[src/hdl/assert_macros.svh]
// Assertion macros shared by the DMX transmitter modules
`ifndef ASSERT_MACROS_SVH
`define ASSERT_MACROS_SVH

// Checks a property on every rising edge of clk, held off while in reset
`define AST_CHK(lbl, prop, msg) \
  lbl: assert property (@(posedge clk) disable iff (!rst_n) (prop)) else $error(msg);

// Checks that a condition in one cycle implies a condition in the next
`define AST_NEXT(lbl, cond, expt, msg) \
  lbl: assert property (@(posedge clk) disable iff (!rst_n) (cond) |=> (expt)) else $error(msg);

`endif

[src/hdl/dmxrgb_pkg.sv]
// Shared types, constants and helpers for the DMX RGB frame transmitter
package dmxrgb_pkg;

  localparam int unsigned COLOR_W   = 24;
  localparam int unsigned DUR_W     = 16;
  localparam int unsigned BYTE_W    = 8;
  localparam int unsigned CFG_IDX_W = 3;
  localparam int unsigned QDEPTH    = 2;

  localparam logic [2:0] SLOT_LAST = 3'd4;
  localparam logic [3:0] BIT_LAST  = 4'd10;
  localparam logic [3:0] BIT_DATA1 = 4'd1;
  localparam logic [3:0] BIT_DATA8 = 4'd8;

  localparam logic [DUR_W-1:0]  LEAD_RST  = 16'd10000;
  localparam logic [DUR_W-1:0]  BREAK_RST = 16'd125;
  localparam logic [DUR_W-1:0]  MAB_RST   = 16'd8;
  localparam logic [BYTE_W-1:0] BIT_RST   = 8'd4;
  localparam logic [DUR_W-1:0]  TRAIL_RST = 16'd10000;
  localparam logic [BYTE_W-1:0] SCODE_RST = 8'h00;

  typedef logic [CFG_IDX_W-1:0] cfg_idx_t;

  localparam cfg_idx_t REG_LEAD  = 3'd0;
  localparam cfg_idx_t REG_BREAK = 3'd1;
  localparam cfg_idx_t REG_MAB   = 3'd2;
  localparam cfg_idx_t REG_BIT   = 3'd3;
  localparam cfg_idx_t REG_TRAIL = 3'd4;
  localparam cfg_idx_t REG_SCODE = 3'd5;

  localparam logic [2:0] SLOT_SCODE = 3'd0;
  localparam logic [2:0] SLOT_RED   = 3'd2;
  localparam logic [2:0] SLOT_GREEN = 3'd3;
  localparam logic [2:0] SLOT_BLUE  = 3'd4;

  typedef enum logic [5:0] {
    PH_IDLE  = 6'b000001,
    PH_LEAD  = 6'b000010,
    PH_BREAK = 6'b000100,
    PH_MAB   = 6'b001000,
    PH_SLOT  = 6'b010000,
    PH_TRAIL = 6'b100000
  } phase_t;

  typedef struct packed {
    logic               send;
    logic [COLOR_W-1:0] color;
  } cmd_t;

  typedef struct packed {
    logic               line;
    logic               busy;
    logic               done;
    logic [COLOR_W-1:0] color;
  } res_t;

  function automatic logic [BYTE_W-1:0] slot_byte(input logic [2:0] slot,
                                                  input logic [BYTE_W-1:0] scode,
                                                  input logic [COLOR_W-1:0] color);
    logic [BYTE_W-1:0] b;
    unique case (slot)
      SLOT_SCODE: b = scode;
      SLOT_RED:   b = color[23:16];
      SLOT_GREEN: b = color[15:8];
      SLOT_BLUE:  b = color[7:0];
      default:    b = '0;
    endcase
    return b;
  endfunction

endpackage

[src/hdl/dmx_rgb_frame_transmitter.sv]
// Top level of the DMX RGB frame transmitter
//
// Input stream (in_*): one word per microsecond tick or send request.
//   in_tuser = 0 is a tick, 1 asks for a frame with the colour in in_tdata.
//   A request while a frame is running is ignored.
// Output stream (out_*): exactly one word per input word, in order, giving
//   the line level, busy flag, last colour and frame end (out_tlast).
// Configuration (cfg_*): part durations in ticks, bit time and start code;
//   write only with no word in flight; a new value applies from the next tick.
// Path: an accepted word is stored in the two-entry command queue, then the
//   frame sequencer pops it and registers its result.
// Throughput: one word per cycle while out_tready stays high; the sequencer
//   updates its counters for one word each cycle that it pops one.
// Reset (rst_n low, synchronous): queue empty, sequencer idle with the line
//   low, configuration back to defaults, no output word pending.
// When out_tready is low the result register holds; the queue takes up to
//   two more words, then in_tready drops until the receiver resumes.
module dmx_rgb_frame_transmitter import dmxrgb_pkg::*; (
  input  logic             clk,
  input  logic             rst_n,
  input  logic             in_tvalid,
  output logic             in_tready,
  input  logic [31:0]      in_tdata,   // [23:0] color, rest zero
  input  logic             in_tuser,   // [0] req_type
  output logic             out_tvalid,
  input  logic             out_tready,
  output logic [31:0]      out_tdata,  // [0] line_level, [1] busy_res, [25:2] last_color
  output logic             out_tlast,  // frame_done
  input  logic             cfg_wr_en,
  input  cfg_idx_t         cfg_addr,
  input  logic [DUR_W-1:0] cfg_wdata
);

  logic q_valid;
  logic q_pop;
  cmd_t q_cmd;
  res_t res;

  dmxrgb_front u_front (
    .clk       (clk),
    .rst_n     (rst_n),
    .in_tvalid (in_tvalid),
    .in_tready (in_tready),
    .in_tdata  (in_tdata),
    .in_tuser  (in_tuser),
    .q_valid   (q_valid),
    .q_cmd     (q_cmd),
    .q_pop     (q_pop)
  );

  dmxrgb_engine u_engine (
    .clk       (clk),
    .rst_n     (rst_n),
    .cfg_wr_en (cfg_wr_en),
    .cfg_addr  (cfg_addr),
    .cfg_wdata (cfg_wdata),
    .q_valid   (q_valid),
    .q_cmd     (q_cmd),
    .q_pop     (q_pop),
    .res_valid (out_tvalid),
    .res       (res),
    .res_ready (out_tready)
  );

  assign out_tdata = {6'd0, res.color, res.busy, res.line};
  assign out_tlast = res.done;

endmodule

[src/hdl/dmxrgb_front.sv]
// Input side: classifies stream words into commands and queues them
`include "assert_macros.svh"

module dmxrgb_front import dmxrgb_pkg::*; (
  input  logic               clk,
  input  logic               rst_n,
  input  logic               in_tvalid,
  output logic               in_tready,
  input  logic [31:0]        in_tdata,
  input  logic               in_tuser,
  output logic               q_valid,
  output cmd_t               q_cmd,
  input  logic               q_pop
);

  cmd_t       mem_r [QDEPTH];
  logic       wr_ptr_r, wr_ptr_nxt;
  logic       rd_ptr_r, rd_ptr_nxt;
  logic [1:0] count_r, count_nxt;
  logic       push;
  cmd_t       cmd_in;

  assign in_tready = (count_r != 2'(QDEPTH));
  assign push      = in_tvalid && in_tready;
  assign q_valid   = (count_r != 2'd0);
  assign q_cmd     = mem_r[rd_ptr_r];

  assign cmd_in.send  = in_tuser;
  assign cmd_in.color = in_tdata[COLOR_W-1:0];

  always_comb begin
    wr_ptr_nxt = push ? ~wr_ptr_r : wr_ptr_r;
    rd_ptr_nxt = q_pop ? ~rd_ptr_r : rd_ptr_r;
    count_nxt  = count_r + 2'(push) - 2'(q_pop);
  end

  always_ff @(posedge clk) begin
    if (!rst_n) begin
      wr_ptr_r <= 1'b0;
      rd_ptr_r <= 1'b0;
      count_r  <= 2'd0;
    end else begin
      wr_ptr_r <= wr_ptr_nxt;
      rd_ptr_r <= rd_ptr_nxt;
      count_r  <= count_nxt;
    end
  end

  always_ff @(posedge clk) begin
    if (push) begin
      mem_r[wr_ptr_r] <= cmd_in;
    end
  end

  `AST_CHK(a_q_bound, count_r <= 2'(QDEPTH), "queue count beyond depth")
  `AST_NEXT(a_q_fill, rst_n && push && !q_pop, count_r == $past(count_r) + 2'd1,
            "queue fill lost a word")

endmodule

[src/hdl/dmxrgb_engine.sv]
// Frame sequencer: runs queued commands, holds configuration, registers results
`include "assert_macros.svh"

module dmxrgb_engine import dmxrgb_pkg::*; (
  input  logic               clk,
  input  logic               rst_n,
  input  logic               cfg_wr_en,
  input  cfg_idx_t           cfg_addr,
  input  logic [DUR_W-1:0]   cfg_wdata,
  input  logic               q_valid,
  input  cmd_t               q_cmd,
  output logic               q_pop,
  output logic               res_valid,
  output res_t               res,
  input  logic               res_ready
);

  logic [DUR_W-1:0]   lead_r, break_r, mab_r, trail_r;
  logic [BYTE_W-1:0]  bit_r, scode_r;

  phase_t             phase_r, phase_nxt;
  logic [DUR_W-1:0]   tick_r, tick_nxt;
  logic [2:0]         slot_r, slot_nxt;
  logic [3:0]         bit_idx_r, bit_idx_nxt;
  logic [BYTE_W-1:0]  shift_r, shift_nxt;
  logic [COLOR_W-1:0] frame_color_r, frame_color_nxt;
  logic [COLOR_W-1:0] stored_r, stored_nxt;
  logic               done;

  logic [DUR_W:0]     tick_inc;
  logic [DUR_W-1:0]   part_len;
  logic [3:0]         bit_inc;
  logic [2:0]         slot_inc;
  logic               line;
  logic               res_valid_r;
  res_t               res_r;

  assign q_pop     = q_valid && (!res_valid_r || res_ready);
  assign res_valid = res_valid_r;
  assign res       = res_r;

  always_ff @(posedge clk) begin
    if (!rst_n) begin
      lead_r  <= LEAD_RST;
      break_r <= BREAK_RST;
      mab_r   <= MAB_RST;
      bit_r   <= BIT_RST;
      trail_r <= TRAIL_RST;
      scode_r <= SCODE_RST;
    end else if (cfg_wr_en) begin
      unique case (cfg_addr)
        REG_LEAD:  lead_r  <= cfg_wdata;
        REG_BREAK: break_r <= cfg_wdata;
        REG_MAB:   mab_r   <= cfg_wdata;
        REG_BIT:   bit_r   <= cfg_wdata[BYTE_W-1:0];
        REG_TRAIL: trail_r <= cfg_wdata;
        REG_SCODE: scode_r <= cfg_wdata[BYTE_W-1:0];
        default:   ;
      endcase
    end
  end

  always_comb begin
    unique case (phase_r)
      PH_LEAD:  part_len = lead_r;
      PH_BREAK: part_len = break_r;
      PH_MAB:   part_len = mab_r;
      PH_SLOT:  part_len = {{(DUR_W-BYTE_W){1'b0}}, bit_r};
      default:  part_len = trail_r;
    endcase
  end

  assign tick_inc = {1'b0, tick_r} + {{DUR_W{1'b0}}, 1'b1};
  assign bit_inc  = bit_idx_r + 4'd1;
  assign slot_inc = slot_r + 3'd1;

  always_comb begin
    phase_nxt       = phase_r;
    tick_nxt        = tick_r;
    slot_nxt        = slot_r;
    bit_idx_nxt     = bit_idx_r;
    shift_nxt       = shift_r;
    frame_color_nxt = frame_color_r;
    stored_nxt      = stored_r;
    done            = 1'b0;
    if (q_pop) begin
      if (q_cmd.send) begin
        if (phase_r == PH_IDLE) begin
          frame_color_nxt = q_cmd.color;
          stored_nxt      = q_cmd.color;
          phase_nxt       = PH_LEAD;
          tick_nxt        = '0;
          slot_nxt        = '0;
          bit_idx_nxt     = '0;
          shift_nxt       = '0;
        end
      end else if (phase_r != PH_IDLE) begin
        if (tick_inc >= {1'b0, part_len}) begin
          tick_nxt = '0;
          unique case (phase_r)
            PH_LEAD:  phase_nxt = PH_BREAK;
            PH_BREAK: phase_nxt = PH_MAB;
            PH_MAB: begin
              phase_nxt   = PH_SLOT;
              slot_nxt    = '0;
              bit_idx_nxt = '0;
              shift_nxt   = slot_byte(SLOT_SCODE, scode_r, frame_color_r);
            end
            PH_SLOT: begin
              if (bit_idx_r >= BIT_DATA1 && bit_idx_r <= BIT_DATA8) begin
                shift_nxt = shift_r >> 1;
              end
              bit_idx_nxt = bit_inc;
              if (bit_inc > BIT_LAST) begin
                bit_idx_nxt = '0;
                if (slot_r == SLOT_LAST) begin
                  slot_nxt  = '0;
                  phase_nxt = PH_TRAIL;
                end else begin
                  slot_nxt  = slot_inc;
                  shift_nxt = slot_byte(slot_inc, scode_r, frame_color_r);
                end
              end
            end
            default: begin
              phase_nxt   = PH_IDLE;
              slot_nxt    = '0;
              bit_idx_nxt = '0;
              done        = 1'b1;
            end
          endcase
        end else begin
          tick_nxt = tick_inc[DUR_W-1:0];
        end
      end
    end
  end

  always_comb begin
    unique case (phase_nxt) inside
      PH_LEAD, PH_MAB, PH_TRAIL: line = 1'b1;
      PH_SLOT: begin
        if (bit_idx_nxt == 4'd0) begin
          line = 1'b0;
        end else if (bit_idx_nxt <= BIT_DATA8) begin
          line = shift_nxt[0];
        end else begin
          line = 1'b1;
        end
      end
      default: line = 1'b0;
    endcase
  end

  always_ff @(posedge clk) begin
    if (!rst_n) begin
      phase_r       <= PH_IDLE;
      tick_r        <= '0;
      slot_r        <= '0;
      bit_idx_r     <= '0;
      shift_r       <= '0;
      frame_color_r <= '0;
      stored_r      <= '0;
      res_valid_r   <= 1'b0;
    end else begin
      phase_r       <= phase_nxt;
      tick_r        <= tick_nxt;
      slot_r        <= slot_nxt;
      bit_idx_r     <= bit_idx_nxt;
      shift_r       <= shift_nxt;
      frame_color_r <= frame_color_nxt;
      stored_r      <= stored_nxt;
      if (q_pop) begin
        res_valid_r <= 1'b1;
      end else if (res_ready) begin
        res_valid_r <= 1'b0;
      end
    end
  end

  always_ff @(posedge clk) begin
    if (q_pop) begin
      res_r.line  <= line;
      res_r.busy  <= (phase_nxt != PH_IDLE);
      res_r.done  <= done;
      res_r.color <= stored_nxt;
    end
  end

  `AST_CHK(a_done_idle, !(res_valid_r && res_r.done && res_r.busy), "frame end shown busy")
  `AST_NEXT(a_send_start, q_pop && q_cmd.send && phase_r == PH_IDLE, phase_r == PH_LEAD,
            "send from idle did not start lead mark")

endmodule
[config.mk]
export PLATFORM = sky130hd
export DESIGN_NAME = dmx_rgb_frame_transmitter
export DESIGN_NICKNAME = d
export VERILOG_FILES = /design/src/hdl/dmxrgb_pkg.sv /design/src/hdl/dmx_rgb_frame_transmitter.sv /design/src/hdl/dmxrgb_front.sv /design/src/hdl/dmxrgb_engine.sv
export VERILOG_INCLUDE_DIRS = /design/src /design/src/hdl
export SDC_FILE = /design/constraint.sdc
export NUM_CORES = 1
export LEC_CHECK = 0
export ABC_AREA = 1
export BUFFER_PORTS_ARGS = -buffer_cell sky130_fd_sc_hd__buf_2
export CAP_MARGIN = 20
export CORE_MARGIN = 8
export CORE_UTILIZATION = 60
export CTS_CLUSTER_DIAMETER = 120
export DETAILED_ROUTE_END_ITERATION = 8
export PLACE_DENSITY = 0.8
export SLEW_MARGIN = 40
export SYNTH_ARGS = -nofsm -noshare
export SYNTH_HDL_FRONTEND = slang
export SYNTH_SLANG_ARGS = --single-unit
[constraint.sdc]
create_clock -name clk -period 4.46 [get_ports clk]
set_input_delay 0.892 -clock clk [delete_from_list [all_inputs] [get_ports clk]]
set_output_delay 0.892 -clock clk [all_outputs]
set_load 0.03 [all_outputs]
# Word level (Yosys, flattened, before mapping)
# Memory sizes are Yosys's and may differ from the RTL's. A register that Yosys moved wholly into a read port is not among the register bits.
# Cells that the tools add are included.
[word_totals]
ff_bits = 197
mem_bits_rw = 50
inputBits = 57
memories = 1
[op_classes]
addsub = 5
n_lt_le_gt_ge = 5
eq_ne = 24
n_mux = 50
bitwise_logic = 4
reduce_logical = 27
[memory_table]
columns = ["memory", "depth", "width", "read_ports", "rd_ports_with_merged_regs", "wr", "line_no", "source"]
rows = [
  ["u_front.mem_r", 2, 25, 1, 1, 1, "dmxrgb_front.sv:16", "cmd_t mem_r [QDEPTH];"],
]
[op_table]
columns = ["operator", "count"]
rows = [
  ["24-bit two-way mux", 3],
  ["16-bit two-way mux", 4],
  ["16-bit case mux with 4 select lines", 1],
  ["8-bit two-way mux", 7],
  ["6-bit two-way mux", 7],
  ["8-bit case mux with 4 select lines", 1],
  ["4-bit two-way mux", 6],
  ["6-bit case mux with 4 select lines", 1],
  ["3-bit two-way mux", 6],
  ["16-bit by 1-bit adder with 17-bit output (second input constant)", 1],
  ["17-bit by 16-bit greater-or-equal comparator with 1-bit output", 1],
  ["8-bit case mux with 2 select lines", 1],
  ["3-bit by 2-bit equality test with 1-bit output (second input constant)", 4],
  ["3-bit equality test (second input constant)", 4],
  ["6-bit by 2-bit equality test with 1-bit output (second input constant)", 2],
  ["6-bit by 4-bit equality test with 1-bit output (second input constant)", 2],
  ["6-bit by 5-bit equality test with 1-bit output (second input constant)", 2],
  ["6-bit by 1-bit != test with 1-bit output (second input constant)", 2],
  ["2-bit AND reduction", 6],
  ["1-bit two-way mux", 10],
  ["4-bit less-or-equal comparator (second input constant)", 2],
  ["4-bit case mux with 2 select lines", 1],
  ["2-bit nonzero test", 4],
  ["6-bit by 1-bit equality test with 1-bit output (second input constant)", 1],
  ["27 further kinds", 36],
]

# Logic depth before layout (Yosys ltp)
[logic_depth]
word_depth = 13
mapped_depth = 30
ltp_nobuf = 29

# Hierarchy
# Synthesis repeated with hierarchy kept, for this count alone.
[unflattened]
hier_cells = 1341
area_unflattened_um2 = 11192.0
[by_module_without_submodules]
columns = ["module", "n_inst", "cells_each", "area_each_um2", "seq_area_each_um2"]
rows = [
  ["dmxrgb_engine", 1, 1224, 9006.1, 4134.0],
  ["dmxrgb_front", 1, 110, 2137.0, 1601.5],
  ["dmx_rgb_frame_transmitter", 1, 7, 48.8, 0.0],
]

# Worst setup path before layout
# OpenSTA, ideal clock, no wires.
[synth_path]
path_kind = "register to register"
from = "reg u_engine.phase_r[0]"
to = "reg u_engine.res_r (netlist bit u_engine.res[26]) (data pin)"
setup_ns = 0.252
arrival_ns = 3.422
slack_ns = 0.786
path_stages_with_launch = 26
synth_period_minus_slack_ns = 3.674
cell_sequence = "dfxtp_1 inv_2 nand2_2 nor4_4 inv_2 nand2_1 nor2_1 inv_1 clkbuf_1 o21ai_0 ha_1 inv_1 nor3_2 nor3b_1 nand4_1 nand3_4 buf_12 nand3_4 nand2_2 nand2_1 nand2_2 nand2_1 nand2_1 nand3_1 nand2_1 nand2_1"
[synth_via]
elab_chain_len = 11
elab_cells_between_ends = 39
classes_between = "2 x order compare; 10 x eq/ne; 24 x mux; 3 x reduce/logical"
[synth_rtl]
columns = ["element", "line_no", "source"]
rows = [
  ["from (decl)", "dmxrgb_engine.sv:21", "phase_t phase_r, phase_nxt;"],
  ["from (signal assigned)", "dmxrgb_engine.sv:166", "phase_r <= phase_nxt;"],
  ["6-bit by 5-bit equality test with 1-bit output, or another cell as far along", "dmxrgb_engine.sv:64, dmxrgb_engine.sv:100", ""],
  ["16-bit case mux with 4 select lines or 2-bit OR reduction (tied branches)", "-", ""],
  ["17-bit by 16-bit greater-or-equal comparator with 1-bit output or 4-bit case mux with 2 select lines (tied branches)", "dmxrgb_engine.sv:98, dmxrgb_engine.sv:100", ""],
  ["4-bit two-way mux", "dmxrgb_engine.sv:98", "if (tick_inc >= {1'b0, part_len}) begin"],
  ["4-bit two-way mux", "dmxrgb_engine.sv:97", "end else if (phase_r != PH_IDLE) begin"],
  ["4-bit two-way mux", "dmxrgb_engine.sv:87", "if (q_cmd.send) begin"],
  ["4-bit two-way mux", "dmxrgb_engine.sv:86", "if (q_pop) begin"],
  ["4-bit less-or-equal comparator", "dmxrgb_engine.sv:145", "end else if (bit_idx_nxt <= BIT_DATA8) begin"],
  ["1-bit two-way mux", "dmxrgb_engine.sv:145", ""],
  ["1-bit two-way mux", "dmxrgb_engine.sv:143", "if (bit_idx_nxt == 4'd0) begin"],
  ["1-bit case mux with 2 select lines *", "dmxrgb_engine.sv:140", "unique case (phase_nxt) inside"],
  ["net u_engine.line", "dmxrgb_engine.sv:34", "logic line;"],
  ["to (decl)", "dmxrgb_engine.sv:36", "res_t res_r;"],
]
# Mark *: on every way through the listed nets, which the timed path passes. The rest lies on a longest branch. The select of a mux whose other input is x is not followed.
# A chain may end at the register's enable or synchronous reset.

# Worst setup path after layout
[layout_path]
from = "reg u_engine.phase_r[1]"
to = "reg u_engine.res_r (netlist bit u_engine.res[26]) (data pin)"
# The elaborated chain is that of the path after synthesis.

==> flow_summary.yaml <==
sta:
  period_share_pct: 90.27
  setup_viol: 0
  worst_pin_slew_ns: 0.7399
  rsz0062_at_grt: "false"
  period_minus_slack_ns: 4.026
  setup_ws_ns: 0.4340
  hold_viol_final: 0
  max_freq_ghz: 0.2484
  finalMaxSlewViolations: 0
  setup_tns_ns: 0
  fin_skew_ns: 0.02057
  max_slew_margin_pct: 50.67
final_layout:
  ff_latch_area_sq_um: 5736
  nets: 1525
  n_antenna_cell: 0
  synthToLayoutAreaGrowth_pct: 13.30
  drive_gt1_share_pct: 16.00
  instances_no_fill: 1690
  nFillCells: 1449
  final_util_pct: 69.42
  multi_input_area_sq_um: 4990
critical_path:
  worst-path-buf-inv: 5
  cp_common_cell: "nand3_1"
  path_delay_family: "simple AND/OR/NAND/NOR gates"
  path_cells: "inv_2, nand2_2, inv_1, nand4_1, nand2_1, nor2_1, buf_6, clkinvlp_4, nand3_1, o21ai_0, ha_1, a21oi_1, o21ai_0, a21oi_1, nor2_2, nor2_8, nand3_2, buf_4, nand3_1, nand3_1, a21boi_1, nand3_1, nand2_1, nand2_1"
  crit_arrival_ns: 4.30
  startpoint_type: "flip-flop"
  path_max_fanout: 14
  critical_path.slowest_cell: "dfxtp_1"
  crit_required_ns: 4.73
  endpoint_kind: "flip-flop"
  crit_path_max_incr_delay_ns: 0.46
  critical_path_class: "reg -> reg"
synth:
  synthArstFlopShare_pct: 0
  synthFlopType: "dfxtp_1"
  synth.ff_latch_count: 248
  synth_area_leader_cell: "dfxtp_1"
  syn_inst: 1365
  yosys.area.top_type_share_pct: 29.87
  ys_types: 52
  syn_area_sq_um: 11460
  synth.area.top_cells: "dfxtp_1 (30%), edfxtp_1 (20%), nand2_1 (8.0%), nor2_1 (6.5%), a21oi_1 (4.8%)"
  synth_edf_count: 77
  synth_seq_area_share_pct: 50.04
  syn_area_per_cell_sq_um: 8.397
  yosys_warnings: 0
grt:
  grt_pass1_vias: 9020
  globalRouteOverflowTotal: 0
  antenna_found_initial: 0
  grt_usage_pct: 22.01
  grt_max_degree: 86
  grt_pass1_wl_um: 43730
detailed_routing:
  drt-total-wl_um: 26710
  vias_per_cell: 5.604
  drt_first_iter_violations: 753
  wl_per_cell_um: 15.80
  postRouteAntennaNets: 0
  via_count: 9471
  drtPass1Iterations: 5
  drcViolationCount: 0
clock_network:
  ctsLongestPathBuffers: 3
  clkLatencyLatePin_ns: 0.53
  clockRootBuffer: "clkbuf_16"
  cts_tree: "yes"
  cts.htree.levels: 1
  cts_buffers: 25
  cts_hold_buf: 0
  clock_sinks: 248
  path_clk_slew_ns: 0.06
placed_design:
  gp_congestion: 0.8933
  dpl.cell_count: 1638
  dpl.hpwl_um: 17580
  port_buffers: 77
  dp_worst_setup_slack_ns: 0.3701
pwr:
  p_leak_uw: 0.005614
  powerDensity_nw_per_um2: 581.1
  peakVddDrop_v: 0.0003760
run_status:
  outcome: "finished clean"
floorplan:
  start_util_pct: 61.28
  rows: 50
  core_area_sq_um: 18710
  io_pins: 92
  die_w_um: 154.2
  die_h_um: 154.2
  dieArea_sq_um: 23780
flow_run:
  drv_cap: 0
min_path:
  hold_class: "reg -> reg"
[layout make-up]
| class | instances | share of cell area [%] |
|---|---|---|
| flip-flops and latches | 248 | 44.17 |
| multi-input cells | 927 | 38.42 |
| repair buffers | 100 | 4.422 |
| inverters | 136 | 3.979 |
| repair inverters | 1 | 0.05781 |
| clock inverters | 7 | 0.7419 |
| clock buffers | 37 | 5.954 |
| well taps | 234 | 2.255 |
[stage by stage]
| step | hold slack [ns] | area (sq um) | power, uW |
|---|---|---|---|
| after global placement | 0.4324 | 12020 | 5296 |
| after detailed placement | 0.4426 | 12030 | 5377 |
| final | 0.4574 | 12990 | 7546 |
| after CTS | 0.4579 | 12890 | 7557 |
| after global routing | 0.4723 | 12990 | 7970 |
| after floorplan | 0.4236 | 11480 | 4809 |
[sequential cells by signal, indices dropped and copies added (netlist names), 4 cells and up, named ones only]
signal and cells:
u_engine.stored_r 24, u_engine.mab_r 16, u_engine.lead_r 16, u_engine.frame_color_r 24, u_engine.res 27, u_engine.trail_r 16, u_engine.break_r 16, u_engine.bit_r 8
u_engine.scode_r 8, u_engine.shift_r 8, u_engine.bit_idx_r 4, u_engine.phase_r 6, u_front.mem_r 50, u_engine.tick_r 16
[synth_stat cells (6+ instances only)]
library cell,instances
nand2_1,243
nor2_1,200
dfxtp_1,171
inv_1,116
a21oi_1,111
o21ai_0,99
edfxtp_1,77
nand3_1,44
clkbuf_1,41
ha_1,29
mux2i_1,28
or2_2,26
a211oi_1,25
nand4_1,21
inv_2,14
nand2_2,8
xnor2_1,8
a22o_1,7
buf_2,7
buf_4,7
nand3_2,7
xor2_1,7
clkinv_1,6
o2111ai_1,6
[worst reg2reg max path, stage by stage, from the launching register on]
cell,delay (ns)
dfxtp_1,0.46
inv_2,0.06
nand2_2,0.12
inv_1,0.05
nand4_1,0.13
nand2_1,0.14
nor2_1,0.17
buf_6,0.22
clkinvlp_4,0.19
nand3_1,0.13
o21ai_0,0.12
ha_1,0.33
a21oi_1,0.13
o21ai_0,0.09
a21oi_1,0.18
nor2_2,0.10
nor2_8,0.17
nand3_2,0.21
buf_4,0.20
nand3_1,0.06
nand3_1,0.08
a21boi_1,0.20
nand3_1,0.12
nand2_1,0.07
nand2_1,0.04
[final timing paths]
check / slack, ns / depth (start not counted) / from / end
max reg2reg: 0.43 / 24 / u_engine.phase_r[1] / u_engine.res[26]
min reg2reg: 0.46 / 2 / u_engine.break_r[4] / u_engine.break_r[4]
max: 0.43 / 24 / u_engine.phase_r[1] / u_engine.res[26]
min: 0.46 / 2 / u_engine.break_r[4] / u_engine.break_r[4]
[cell families (layout without fill, tap and decap cells)]
logic type | after synthesis | count (layout) | synth area share (%)
AOI/OAI and AO/OA | 270 | 270 | 13.54
and+or+nand+nor | 578 | 579 | 22.69
muxes | 28 | 28 | 2.445
DFF | 248 | 248 | 50.04
xor gates and xnor gates | 15 | 15 | 1.146
buffers and inverters | 196 | 281 | 6.942
other | 1 | 6 | 0.03272
adders and majority gates | 29 | 29 | 3.166
[routing by layer]
metal | part of all wire [%] | vias up | GRT usage (%)
li1 | - | 4678 | -
met1 | 46 | 4405 | 29.82
met2 | 45 | 337 | 35.87
met3 | 6.6 | 51 | 2.758
met4 | 2.3 | 0 | 7.513
met5 | 0 | - | 0
[cell usage in the layout (no fill, tap or decap), drive strengths merged, types with 3 or more instances in the layout]
master	n
a21oi	113
buf	100
a31oi	5
edfxtp	77
nor4	4
nor3	8
nor2	211
nand2	253
a221oi	3
a211oi	28
xnor2	8
nand3	54
o21ai	101
a22o	7
clkinv	8
or2	26
clkbuf	37
inv	132
dfxtp	171
nand4	21
mux2i	28
xor2	7
o2111ai	6
conb	6
ha	29
[power breakdown]
group	switching, uW	internal [uW]
Sequential	190	2830
Combinational	1620	734
Clock	855	1320
[repair_timing]
item | 4_1_cts | 5_1_grt
resized for setup | 0 | 6
setup buffers | 0 | 6
setup endpoints to repair | 0 | 18
(Power assumes the default switching activity.)
